File: config.mk
export PLATFORM = sky130hd
export DESIGN_NAME = cnv3_fifo
export DESIGN_NICKNAME = d
export VERILOG_FILES = /design/src/hw/rtl/conv3x3_image_filter_top_macros.svh /design/src/hw/rtl/cnv3_fifo.sv
export SDC_FILE = /design/constraint.sdc
export NUM_CORES = 1
export LEC_CHECK = 0
export BUFFER_PORTS_ARGS = -buffer_cell sky130_fd_sc_hd__buf_4
export CORE_MARGIN = 3
export CORE_UTILIZATION = 42
export CTS_BUF_LIST = sky130_fd_sc_hd__clkbuf_2
export CTS_CLUSTER_DIAMETER = 30
export DETAILED_ROUTE_END_ITERATION = 8
export PLACE_DENSITY = 0.68
export SLEW_MARGIN = 20
export SYNTH_ARGS = -nofsm -noshare
export SYNTH_HDL_FRONTEND = slang
export SYNTH_SLANG_ARGS = --single-unit
File: constraint.sdc
create_clock -name clk -period 4.6 [get_ports clk]
set_input_delay 0.92 -clock clk [delete_from_list [all_inputs] [get_ports clk]]
set_output_delay 0.92 -clock clk [all_outputs]
set_load 0.005 [all_outputs]
File: src/hw/rtl/conv3x3_image_filter_top_macros.svh
// Assertion helpers for the 3x3 convolution block.
// Both expect clk and rst in scope at the point of use.
`ifndef CONV3X3_IMAGE_FILTER_TOP_MACROS_SVH
`define CONV3X3_IMAGE_FILTER_TOP_MACROS_SVH

// same-cycle implication
`define CNV3_ASSERT_NOW(label, ante, cons, msg) \
  label: assert property (@(posedge clk) disable iff (rst) (ante) |-> (cons)) \
    else $error(msg);

// next-cycle implication
`define CNV3_ASSERT_NEXT(label, ante, cons, msg) \
  label: assert property (@(posedge clk) disable iff (rst) (ante) |=> (cons)) \
    else $error(msg);

`endif

File: src/hw/rtl/cnv3_fifo.sv
module cnv3_fifo #(
  parameter int WIDTH = 8,
  parameter int DEPTH = 4
) (
  input  logic             clk,
  input  logic             rst,
  input  logic             push,
  input  logic [WIDTH-1:0] wdata,
  output logic             full,
  input  logic             pop,
  output logic [WIDTH-1:0] rdata,
  output logic             empty
);
  localparam int PW = (DEPTH > 1) ? $clog2(DEPTH) : 1;
  localparam int CNTW = $clog2(DEPTH + 1);

  logic [WIDTH-1:0] slots [DEPTH];
  logic [PW-1:0]    wr_ptr;
  logic [PW-1:0]    rd_ptr;
  logic [CNTW-1:0]  count;

  assign full  = (count == CNTW'(DEPTH));
  assign empty = (count == '0);
  assign rdata = slots[rd_ptr];

  always_ff @(posedge clk) begin
    if (push) begin
      slots[wr_ptr] <= wdata;
    end
  end

  always_ff @(posedge clk) begin
    if (rst) begin
      wr_ptr <= '0;
      rd_ptr <= '0;
      count  <= '0;
    end else begin
      if (push) begin
        wr_ptr <= (wr_ptr == PW'(DEPTH - 1)) ? '0 : wr_ptr + PW'(1);
      end
      if (pop) begin
        rd_ptr <= (rd_ptr == PW'(DEPTH - 1)) ? '0 : rd_ptr + PW'(1);
      end
      case ({push, pop})
        2'b10:   count <= count + CNTW'(1);
        2'b01:   count <= count - CNTW'(1);
        default: count <= count;
      endcase
    end
  end
endmodule

==> flow_metrics.tcl <==
set metrics [dict create \
    post_drt_via_cell_ratio 4.99 \
    avgSynthCellArea_sq_um 17.8 \
    worstSetupPathType "reg -> out" \
    synth_top_area_share_pct 59.9 \
    nets 135 \
    fin_crit_ps 2740 \
    drive_gt1_share_pct 30.8 \
    grt_pass1_vias 919 \
    synth.distinct_cells 18 \
    timing.final.crit_share_pct 59.5 \
    sw_frac_of_total_pct 21.7 \
    wl_per_cell_microns 15.1 \
    p_int_uw 558 \
    first_pass_iters 4 \
    cts_buffer_depth 2 \
    vdd_drop_max_mv 0.186 \
    mostFrequentLayoutCell "edfxtp_1" \
    cap_violations 0 \
    crit_required_ps 3680 \
    grt_setup_unrepaired "no" \
    final_area_sq_mm 0.00187 \
    fillers 294 \
    io_buffers 21 \
    mostFrequentLayoutCells "edfxtp_1 (32), buf_4 (21), dfxtp_1 (9)" \
    cts_max_level 2 \
    post_cts_buffers 0 \
    antenna_left 0 \
    dieHeight_microns 67.8 \
    p_per_area_mw_per_mm2 381 \
    synth-seq-area-share_pct 71.1 \
    insertion_delay_ps 370 \
    cts_hold_buf 0 \
    cts_tree "done" \
    p_sw_uw 154 \
    outcome "finished, final reports clean" \
    postSynthCellCount 90 \
    wl_microns 2460 \
    initial_utilization_pct 45.9 \
    ys_top_cells_by_area "edfxtp_1 (60%), dfxtp_1 (11%), mux4_2 (11%), ha_1 (4.7%), inv_1 (1.6%)" \
    gp_congestion 0.809 \
    grt.overflow.total 0 \
    synth_area_sq_mm 0.00161 \
    path_clk_slew_ps 190 \
    synth_seq_cells 41 \
    synth_fp_nets 109 \
    grt_first_pass_wirelength_microns 4120 \
    pwr-share-clk_pct 28.1 \
    rows 21 \
    start_kind "flop" \
    hold_path_class "reg -> reg" \
    grt_max_degree 13 \
    ios 22 \
    dpl.hpwl_microns 1720 \
    die_area_sq_mm 0.00460 \
    cp_max_fo 8 \
    drc 0 \
    cts_root_buffer "clkbuf_2" \
    yosys.area.top_type "edfxtp_1" \
    finalClockSkew_ps 10.7 \
    die_w_microns 67.8 \
    cts_made_buffers 5 \
    finalSetupViolCount 0 \
    worstMarginPinSlew_ps 551 \
    power.leakage_nw 0.692 \
    yosysWarnings 0 \
    initialDrtViolationCount 22 \
    finalMaxSlewViolations 0 \
    max_freq_mhz 365 \
    placed_cell_area_sq_mm 0.00180 \
    tns_ps 0 \
    end_kind "primary output" \
    seq_power_share_pct 60.6 \
    p_comb_share_pct 11.3 \
    antenna_found_initial 0 \
    route.vias.total 814 \
    hold_viol 0 \
    grt_usage_pct 13.0 \
    relSlewSlack_pct 63.2 \
    syn_to_final_growth_pct 16.4 \
    crit_arrival_ps 1820 \
    diodes 0 \
    coreArea_sq_mm 0.00349 \
    ctsResizeCount 0 \
    cts.sinks 41 \
]
power by group through the flow:
| stage | Combinational (mW) | Sequential [mW] | Clock [mW] |
|---|---|---|---|
| floorplan | 0.0491 | 0.433 | 0 |
| global placement | 0.0792 | 0.439 | 0 |
| detailed placement | 0.0826 | 0.440 | 0 |
| CTS | 0.0828 | 0.432 | 0.205 |
| global route | 0.0923 | 0.434 | 0.216 |
| finish | 0.0808 | 0.431 | 0.200 |
path summary, 6_finish.rpt:
check	startpoint	end	slack, ps	cells past startpoint
hold reg to reg	count[2]	count[2]	540	2
hold / removal	count[2]	count[2]	540	2
setup / recovery	flop	rdata[6]	1860	2
setup reg to reg	count[0]	count[2]	3030	5
cell usage after synthesis (all sizes together):
cell	n
edfxtp	32
dfxtp	9
mux4	8
inv	7
nor2	7
ha	6
a21oi	4
and2	4
mux2i	2
nor3b	2
xor2	2
and3	1
buf	1
clkbuf	1
fa	1
nor3	1
o21ai	1
or3	1
cells by family (layout without fill, tap and decap cells):
logic type               after synthesis  after routing  synth area share [%]
AO/OA/AOI/OAI                          5              5                  1.56
XOR/XNOR                               2              2                  1.09
adder cells (fa/ha/maj)                7              7                  5.92
buffers and inverters                  9             36                  2.65
flip-flops                            41             41                  71.1
multiplexers                          10             10                  12.5
AND/OR/NAND/NOR                       16             16                  5.22
per-layer routing:
layer  wire length [microns]  vias to the layer above  global-route usage [%]
li1                        -                      387                       -
met1                     971                      407                    14.3
met2                    1330                       18                    22.8
met3                     141                        2                    5.58
met4                      16                        0                    3.72
met5                       0                        -                       0
state kept, by name, indices dropped and copies added, names as in the netlist, named ones only:
register  count
wr_ptr        2
slots        32
rd_ptr        2
count         3
metrics by stage:
stage | cells | total power [mW] | hold slack, ps | utilization (%) | setup WS [ps]
2_1_floorplan | 90 | 0.482 | 461 | - | 2410
3_3_place_gp | 155 | 0.518 | 480 | 51.6 | 2240
3_5_place_dp | 155 | 0.523 | 516 | 51.6 | 2150
4_1_cts | 163 | 0.719 | 540 | 53.5 | 1790
5_1_grt | 163 | 0.743 | 570 | 53.5 | 1690
6_report | 163 | 0.712 | 539 | 53.5 | 1860
critical path: stages (launching register included):
cell and delay [ps]:
dfxtp_1 710, mux4_2 590, buf_4 150
layout make-up:
cell class,instances,area (sq um),share of cell area (%)
inverters,7,26.3,1.41
clock buffers,6,30.0,1.61
multi-input cells,40,422,22.6
clock inverters,2,33.8,1.81
repair buffers,21,158,8.44
well taps,46,57.6,3.08
flip-flops and latches,41,1140,61.1
(Power assumes the default switching activity.)
