### src/hw/rtl/conv3x3_image_filter_top_macros.svh
// Assertion helpers for the 3x3 convolution block.
// Both expect clk and rst in scope at the point of use.
`ifndef CONV3X3_IMAGE_FILTER_TOP_MACROS_SVH
`define CONV3X3_IMAGE_FILTER_TOP_MACROS_SVH

// same-cycle implication
`define CNV3_ASSERT_NOW(label, ante, cons, msg) \
  label: assert property (@(posedge clk) disable iff (rst) (ante) |-> (cons)) \
    else $error(msg);

// next-cycle implication
`define CNV3_ASSERT_NEXT(label, ante, cons, msg) \
  label: assert property (@(posedge clk) disable iff (rst) (ante) |=> (cons)) \
    else $error(msg);

`endif

### src/hw/rtl/cnv3_pkg.sv
package cnv3_pkg;

  localparam int unsigned COEF_BITS = 16;
  localparam int unsigned OUT_BITS  = 16;
  localparam int unsigned CFG_BITS  = 48;

  localparam logic [10:0] FRAME_WIDTH_RESET  = 11'd1024;
  localparam logic [12:0] FRAME_HEIGHT_RESET = 13'd1024;
  localparam logic [47:0] COEF_SIDE_RESET    = 48'd0;
  localparam logic [47:0] COEF_MID_RESET     = 48'd268435456;

  typedef enum logic [2:0] {
    REG_FRAME_WIDTH   = 3'd0,
    REG_FRAME_HEIGHT  = 3'd1,
    REG_COLOR_MODE    = 3'd2,
    REG_COEF_LEFT     = 3'd3,
    REG_COEF_MID      = 3'd4,
    REG_COEF_RIGHT    = 3'd5
  } cfg_reg_t;

  // per-item control decided by the front end
  typedef struct packed {
    logic       emit;    // item produces an output pixel
    logic       last;    // that output closes the frame
    logic       wrap;    // output centered on the last column: right column is padding
    logic       gray;    // single-channel mode
    logic [2:0] row_ok;  // kernel rows inside the frame, top first
    logic [2:0] col_ok;  // kernel columns inside the frame, left first
  } item_ctl_t;

  typedef logic [47:0] coef_col_t;

  function automatic logic signed [COEF_BITS-1:0] coef_at(coef_col_t col, int row);
    return $signed(col[16*row +: 16]);
  endfunction

endpackage

### src/hw/rtl/cnv3_front.sv
module cnv3_front #(
  parameter int MAX_WIDTH    = 1024,
  parameter int CHANNEL_BITS = 8,
  parameter int CW           = 10
) (
  input  logic                      clk,
  input  logic                      rst,
  input  logic                      in_valid,
  output logic                      in_stall,
  input  logic                      mode,
  input  logic [CHANNEL_BITS-1:0]   red_in,
  input  logic [CHANNEL_BITS-1:0]   green_in,
  input  logic [CHANNEL_BITS-1:0]   blue_in,
  input  logic [10:0]               frame_width,
  input  logic [12:0]               frame_height,
  input  logic                      color_mode,
  input  logic                      restart,
  input  logic                      q_full,
  output logic                      q_push,
  output cnv3_pkg::item_ctl_t       q_ctl,
  output logic [CW-1:0]             q_col,
  output logic [3*CHANNEL_BITS-1:0] q_px
);
  import cnv3_pkg::*;

  logic [CW-1:0]     col;
  logic [13:0]       row;
  logic [10:0]       w_eff;
  logic [12:0]       h_eff;
  logic [13:0]       col_ext;
  logic              accept;
  logic              flush;
  logic              drop;
  logic              c0;
  logic              wrap_row;
  logic signed [15:0] y_base;
  logic signed [15:0] yy [3];
  item_ctl_t         ctl;

  assign in_stall = q_full;
  assign accept   = in_valid && !q_full;

  always_comb begin
    if (frame_width == 11'd0) begin
      w_eff = 11'd1;
    end else if ({21'd0, frame_width} > 32'(MAX_WIDTH)) begin
      w_eff = 11'(MAX_WIDTH);
    end else begin
      w_eff = frame_width;
    end
    h_eff = (frame_height == 13'd0) ? 13'd1 : frame_height;
  end

  assign col_ext  = 14'(col);
  assign c0       = (col == '0);
  assign flush    = (row >= {1'b0, h_eff});
  assign drop     = !flush && mode;
  assign wrap_row = (col_ext + 14'd1 >= {3'd0, w_eff});
  // output row lies two rows back when centered on the previous row's last column
  assign y_base   = $signed({2'b00, row}) - (c0 ? 16'sd3 : 16'sd2);

  always_comb begin
    ctl.emit = (row >= 14'd2) || (row == 14'd1 && !c0);
    ctl.last = ctl.emit && c0 && (row == {1'b0, h_eff} + 14'd1);
    ctl.wrap = c0;
    ctl.gray = !color_mode;
    for (int i = 0; i < 3; i++) begin
      yy[i] = y_base + 16'(i);
      ctl.row_ok[i] = !yy[i][15] && (yy[i] < $signed({3'b000, h_eff}));
    end
    ctl.col_ok[0] = c0 ? (w_eff >= 11'd2) : (col_ext >= 14'd2);
    ctl.col_ok[1] = 1'b1;
    ctl.col_ok[2] = !c0;
  end

  assign q_push = accept && !drop;
  assign q_ctl  = ctl;
  assign q_col  = col;
  assign q_px   = flush ? '0 :
                  {(color_mode ? blue_in : '0), (color_mode ? green_in : '0), red_in};

  always_ff @(posedge clk) begin
    if (rst) begin
      col <= '0;
      row <= '0;
    end else if (restart) begin
      col <= '0;
      row <= '0;
    end else if (q_push) begin
      if (ctl.last) begin
        col <= '0;
        row <= '0;
      end else if (wrap_row) begin
        col <= '0;
        row <= row + 14'd1;
      end else begin
        col <= col + CW'(1);
      end
    end
  end
endmodule

### config.mk
export PLATFORM = sky130hd
export DESIGN_NAME = cnv3_front
export DESIGN_NICKNAME = d
export VERILOG_FILES = /design/src/hw/rtl/conv3x3_image_filter_top_macros.svh /design/src/hw/rtl/cnv3_pkg.sv /design/src/hw/rtl/cnv3_front.sv
export SDC_FILE = /design/constraint.sdc
export NUM_CORES = 1
export LEC_CHECK = 0
export CORE_MARGIN = 3
export CORE_UTILIZATION = 55
export DETAILED_ROUTE_END_ITERATION = 10
export DONT_BUFFER_PORTS = 1
export GPL_TIMING_DRIVEN = 1
export PLACE_DENSITY = 0.7
export SETUP_SLACK_MARGIN = 0.02
export SLEW_MARGIN = 20
export SYNTH_ARGS = -nofsm -noshare
export SYNTH_HDL_FRONTEND = slang
export SYNTH_SLANG_ARGS = --single-unit
### constraint.sdc
create_clock -name clk -period 6.2 [get_ports clk]
set_input_delay 0.62 -clock clk [delete_from_list [all_inputs] [get_ports clk]]
set_output_delay 0.62 -clock clk [all_outputs]
set_load 0.01 [all_outputs]
==> key figures <==
Clocking
  – Resized Gates After CTS: 0
  – CTS Buf Count: 3
  – Cts hold-fix bufs: 0
  – CTS tree: done
  – Clock transition at path regs: roughly 0.10 ns
  – Sink Count: 24
  – CTS root buffer: clkbuf_8
  – H-tree depth: 1
  – Clock Path Buffers: 2
  – # Post-CTS Setup Buffers: 0
  – Worst skew pair latency: 0.28 ns

Floorplan
  – Initial Utilization: between 50% and 60%
  – Die X: 97.8 um
  – Die height: 97.8 um
  – Die Area: 9570 um2
  – Core Box Area: 7970 um2
  – Row count: 32
  – IO Pins: 101

STA
  – Final setup vio count: 0
  – Clk_skew: between 0.01 and 0.015 ns
  – Minimum clock period: 5.78 ns
  – Unrepaired setup endpoints after global routing: false
  – Slew @ Worst Pin: 1.00 ns
  – Fin. max-slew vios: 0
  – Final period util: 93.2%
  – Final WS setup: 0.420 ns
  – Worst hold slack: 0.560 ns
  – Max Fclk: 173 MHz
  – Count of final hold-check violations: 0
  – Final TNS setup: 0 ns
  – Worst relative slew slack: 32.9%

Placement
  – Routability cong.: 0.900
  – Port bufs: 0
  – Placed insts: 699
  – Dpl ws: 0.670 ns
  – DP HPWL: 11.0 mm

Finish
  – # fillers: 753
  – Layout Nets: 729
  – Post-Layout Cell Count: between 700 and 800
  – Synth-to-layout area growth: 1.40%
  – Share of cells above drive strength 1: 5.16%
  – Ant. Diodes: 0

Status
  – Status: complete, no violations

Critical path
  – CP max stage delay: a little over 0.4 ns
  – CP Launch Point: q_col[2]
  – Crit. End Element: output pin
  – Worst EP required: 5.58 ns
  – Critical path arrival: between 5 and 6 ns
  – Slowest CP cell: dfxtp_1
  – Worst-path cell chain: nor4_2 > nand3_1 > inv_1 > ha_1 > inv_1 > ha_1 > xnor2_1 > ha_1 > inv_1 > a211oi_1 > and3_1 > nand2_1 > xnor2_1 > ha_1 > a21o_1 > a21o_1 > a21o_1 > a21oi_1 > o31ai_1 > or3b_1 > o32ai_1
  – Maximum fanout along the worst path: 7
  – Worst Path Class, Setup: reg2out
  – CP startpoint kind: flop
  – Reg-to-reg startpoint: q_col[1]
  – Most used cell, CP: ha_1

Global routing
  – First-pass GRT wire length: ~22 mm
  – Initial antenna violation count: 0
  – Largest net degree at the start of global routing: 25
  – GRT Residual Overflow: 0
  – Tot GR Track Use: 27.3%
  – Vias in the first global route: 4375

Power and ir drop
  – Peak supply drop: between 100 and 150 uV
  – Lkg Pwr: 1.98 nW
  – Power Dens Cells: 82.2 nW/um2
  – Design Power: around 390 uW

Min path
  – Hold Path Origin: row[0]
  – Worst Hold Class: reg2reg

Yosys
  – Yosys reg bits: 24
  – Mapped cell area: 4640 um2
  – Post-synth EDFFs: 0
  – Syn_area_per_cell: 7.41 um2
  – Yosys warns: 0
  – Top FF cell, synth: dfxtp_1
  – Asr flop ratio synth: 0%
  – Yosys cell types: 70
  – Sequential-to-total area share from yosys stat: between 10% and 20%
  – Cells after synthesis: 626
  – Syn nets: roughly 750

Routing
  – Vias after detailed routing: about 4600
  – Routed WL per cell: 19.4 um
  – DR iter-0 viols: 330
  – Antenna-violating nets left: 0
  – Vias/cell: 6.56
  – Total Routed Length: between 10 and 15 mm
  – DRC violations left: 0
  – 1st-pass router iterations: 5

Flow run
  – Max-Cap Viols: 0
## per-layer routing
| metal | part of all wire (%) | global-route usage [%] | vias to the layer above | wire length (um) |
|---|---|---|---|---|
| met2 | 47 | 44.1 | 154 | 6360 |
| met1 | 45 | 37.6 | 2178 | 6120 |
| met5 | 0 | 0 | - | 0 |
| met3 | 5.8 | 4.07 | 28 | 788 |
| met4 | 2.7 | 8.52 | 0 | 369 |
| li1 | - | - | 2250 | - |
## area by class of cell
| type | count | area, um2 | area share [%] |
|---|---|---|---|
| Sequential cell | 24 | 480 | 10.2 |
| Tap cell | 102 | 128 | 2.71 |
| Inverter | 44 | 165 | 3.51 |
| Clock buffer | 4 | 55.1 | 1.17 |
| Timing Repair Buffer | 5 | 37.5 | 0.799 |
| Multi-Input combinational cell | 524 | 3830 | 81.6 |
## cells in the mapped netlist (3+ instances only)
cell	number	area (um2)
o31ai_1	8	60.1
clkbuf_1	18	67.6
nand3b_1	7	52.6
dfxtp_1	24	480
or4_1	12	90.1
nor2_1	31	116
a211oi_1	4	30.0
nand2b_1	4	25.0
or2_2	4	25.0
inv_1	43	161
o211ai_1	15	113
buf_2	8	40.0
a211o_1	4	35.0
and2_1	13	81.3
a21o_1	13	97.6
and4_1	4	35.0
and3_1	29	181
buf_4	6	45.0
nor3_1	13	65.1
or3_1	5	31.3
a31oi_1	4	25.0
xor2_1	19	166
o2111ai_1	3	26.3
mux2i_1	3	30.0
nand2_1	55	206
ha_1	72	901
nand4_1	12	75.1
o21ai_0	27	135
o32ai_1	4	35.0
nor3b_1	3	22.5
a21oi_1	29	145
a31o_2	3	26.3
xnor2_1	40	350
nor4_1	14	87.6
nor2b_1	8	50.1
nand3_1	24	120
## layout by cell type, fill, tap and decap left out, drive strengths merged, types with 5 or more instances in the layout
cell type  count
a21o          13
a21oi         29
and2          13
and3          29
and4           5
buf            5
dfxtp         24
ha            72
inv           43
nand2         55
nand3         24
nand3b         7
nand4         12
nor2          32
nor2b          8
nor3          14
nor4          16
o211ai        15
o21ai         30
o31ai          8
or3            5
or4           13
xnor2         40
xor2          19
## sequential cells by signal (all words and copies together) (netlist names)
name,count
q_col,10
row,14
## power by group
part           switching, mW  internal (mW)  leakage (nW)
Sequential          0.000383          0.154         0.193
Clock                 0.0582         0.0570        0.0288
Combinational         0.0699         0.0465          1.76
Total                  0.129          0.258          1.98
## through the flow
step / instance area (um2) / utilization [%]
after floorplan: 4640 / -
after global placement: 4630 / 58.2
after detailed placement: 4630 / 58.2
after CTS: 4690 / 58.8
after global routing: 4700 / 59.0
final: 4700 / 59.0
## cells by family after synthesis
logic type / after synthesis / share of synthesized area (%)
buffers and inverters: 78 / 7.18
AO/OA/AOI/OAI: 136 / 20.3
AND/OR/NAND/NOR: 251 / 30.4
XOR/XNOR: 59 / 11.1
adder cells (fa/ha/maj): 72 / 19.4
flip-flops: 24 / 10.4
other: 1 / 0.0809
multiplexers: 5 / 1.13
## worst max-delay path: cells and delay by family (launching register included)
family                     cells  cell delay [ns]
and+or+nand+nor                5             1.34
adders and majority gates      4             1.01
buffers and inverters          3             0.32
xor gates and xnor gates       2             0.45
DFF                            1             0.41
AOI/OAI and AO/OA              7             1.34
## path summary, 6_finish.rpt
check / slack [ns] / cells past startpoint / end
setup / recovery: 0.42 / 21 / q_ctl[4]
hold / removal: 0.56 / 1 / row[0]
setup reg to reg: 1.84 / 13 / row[6]
hold reg to reg: 0.56 / 1 / row[0]
Note: power is estimated with default switching activity, not from simulation.
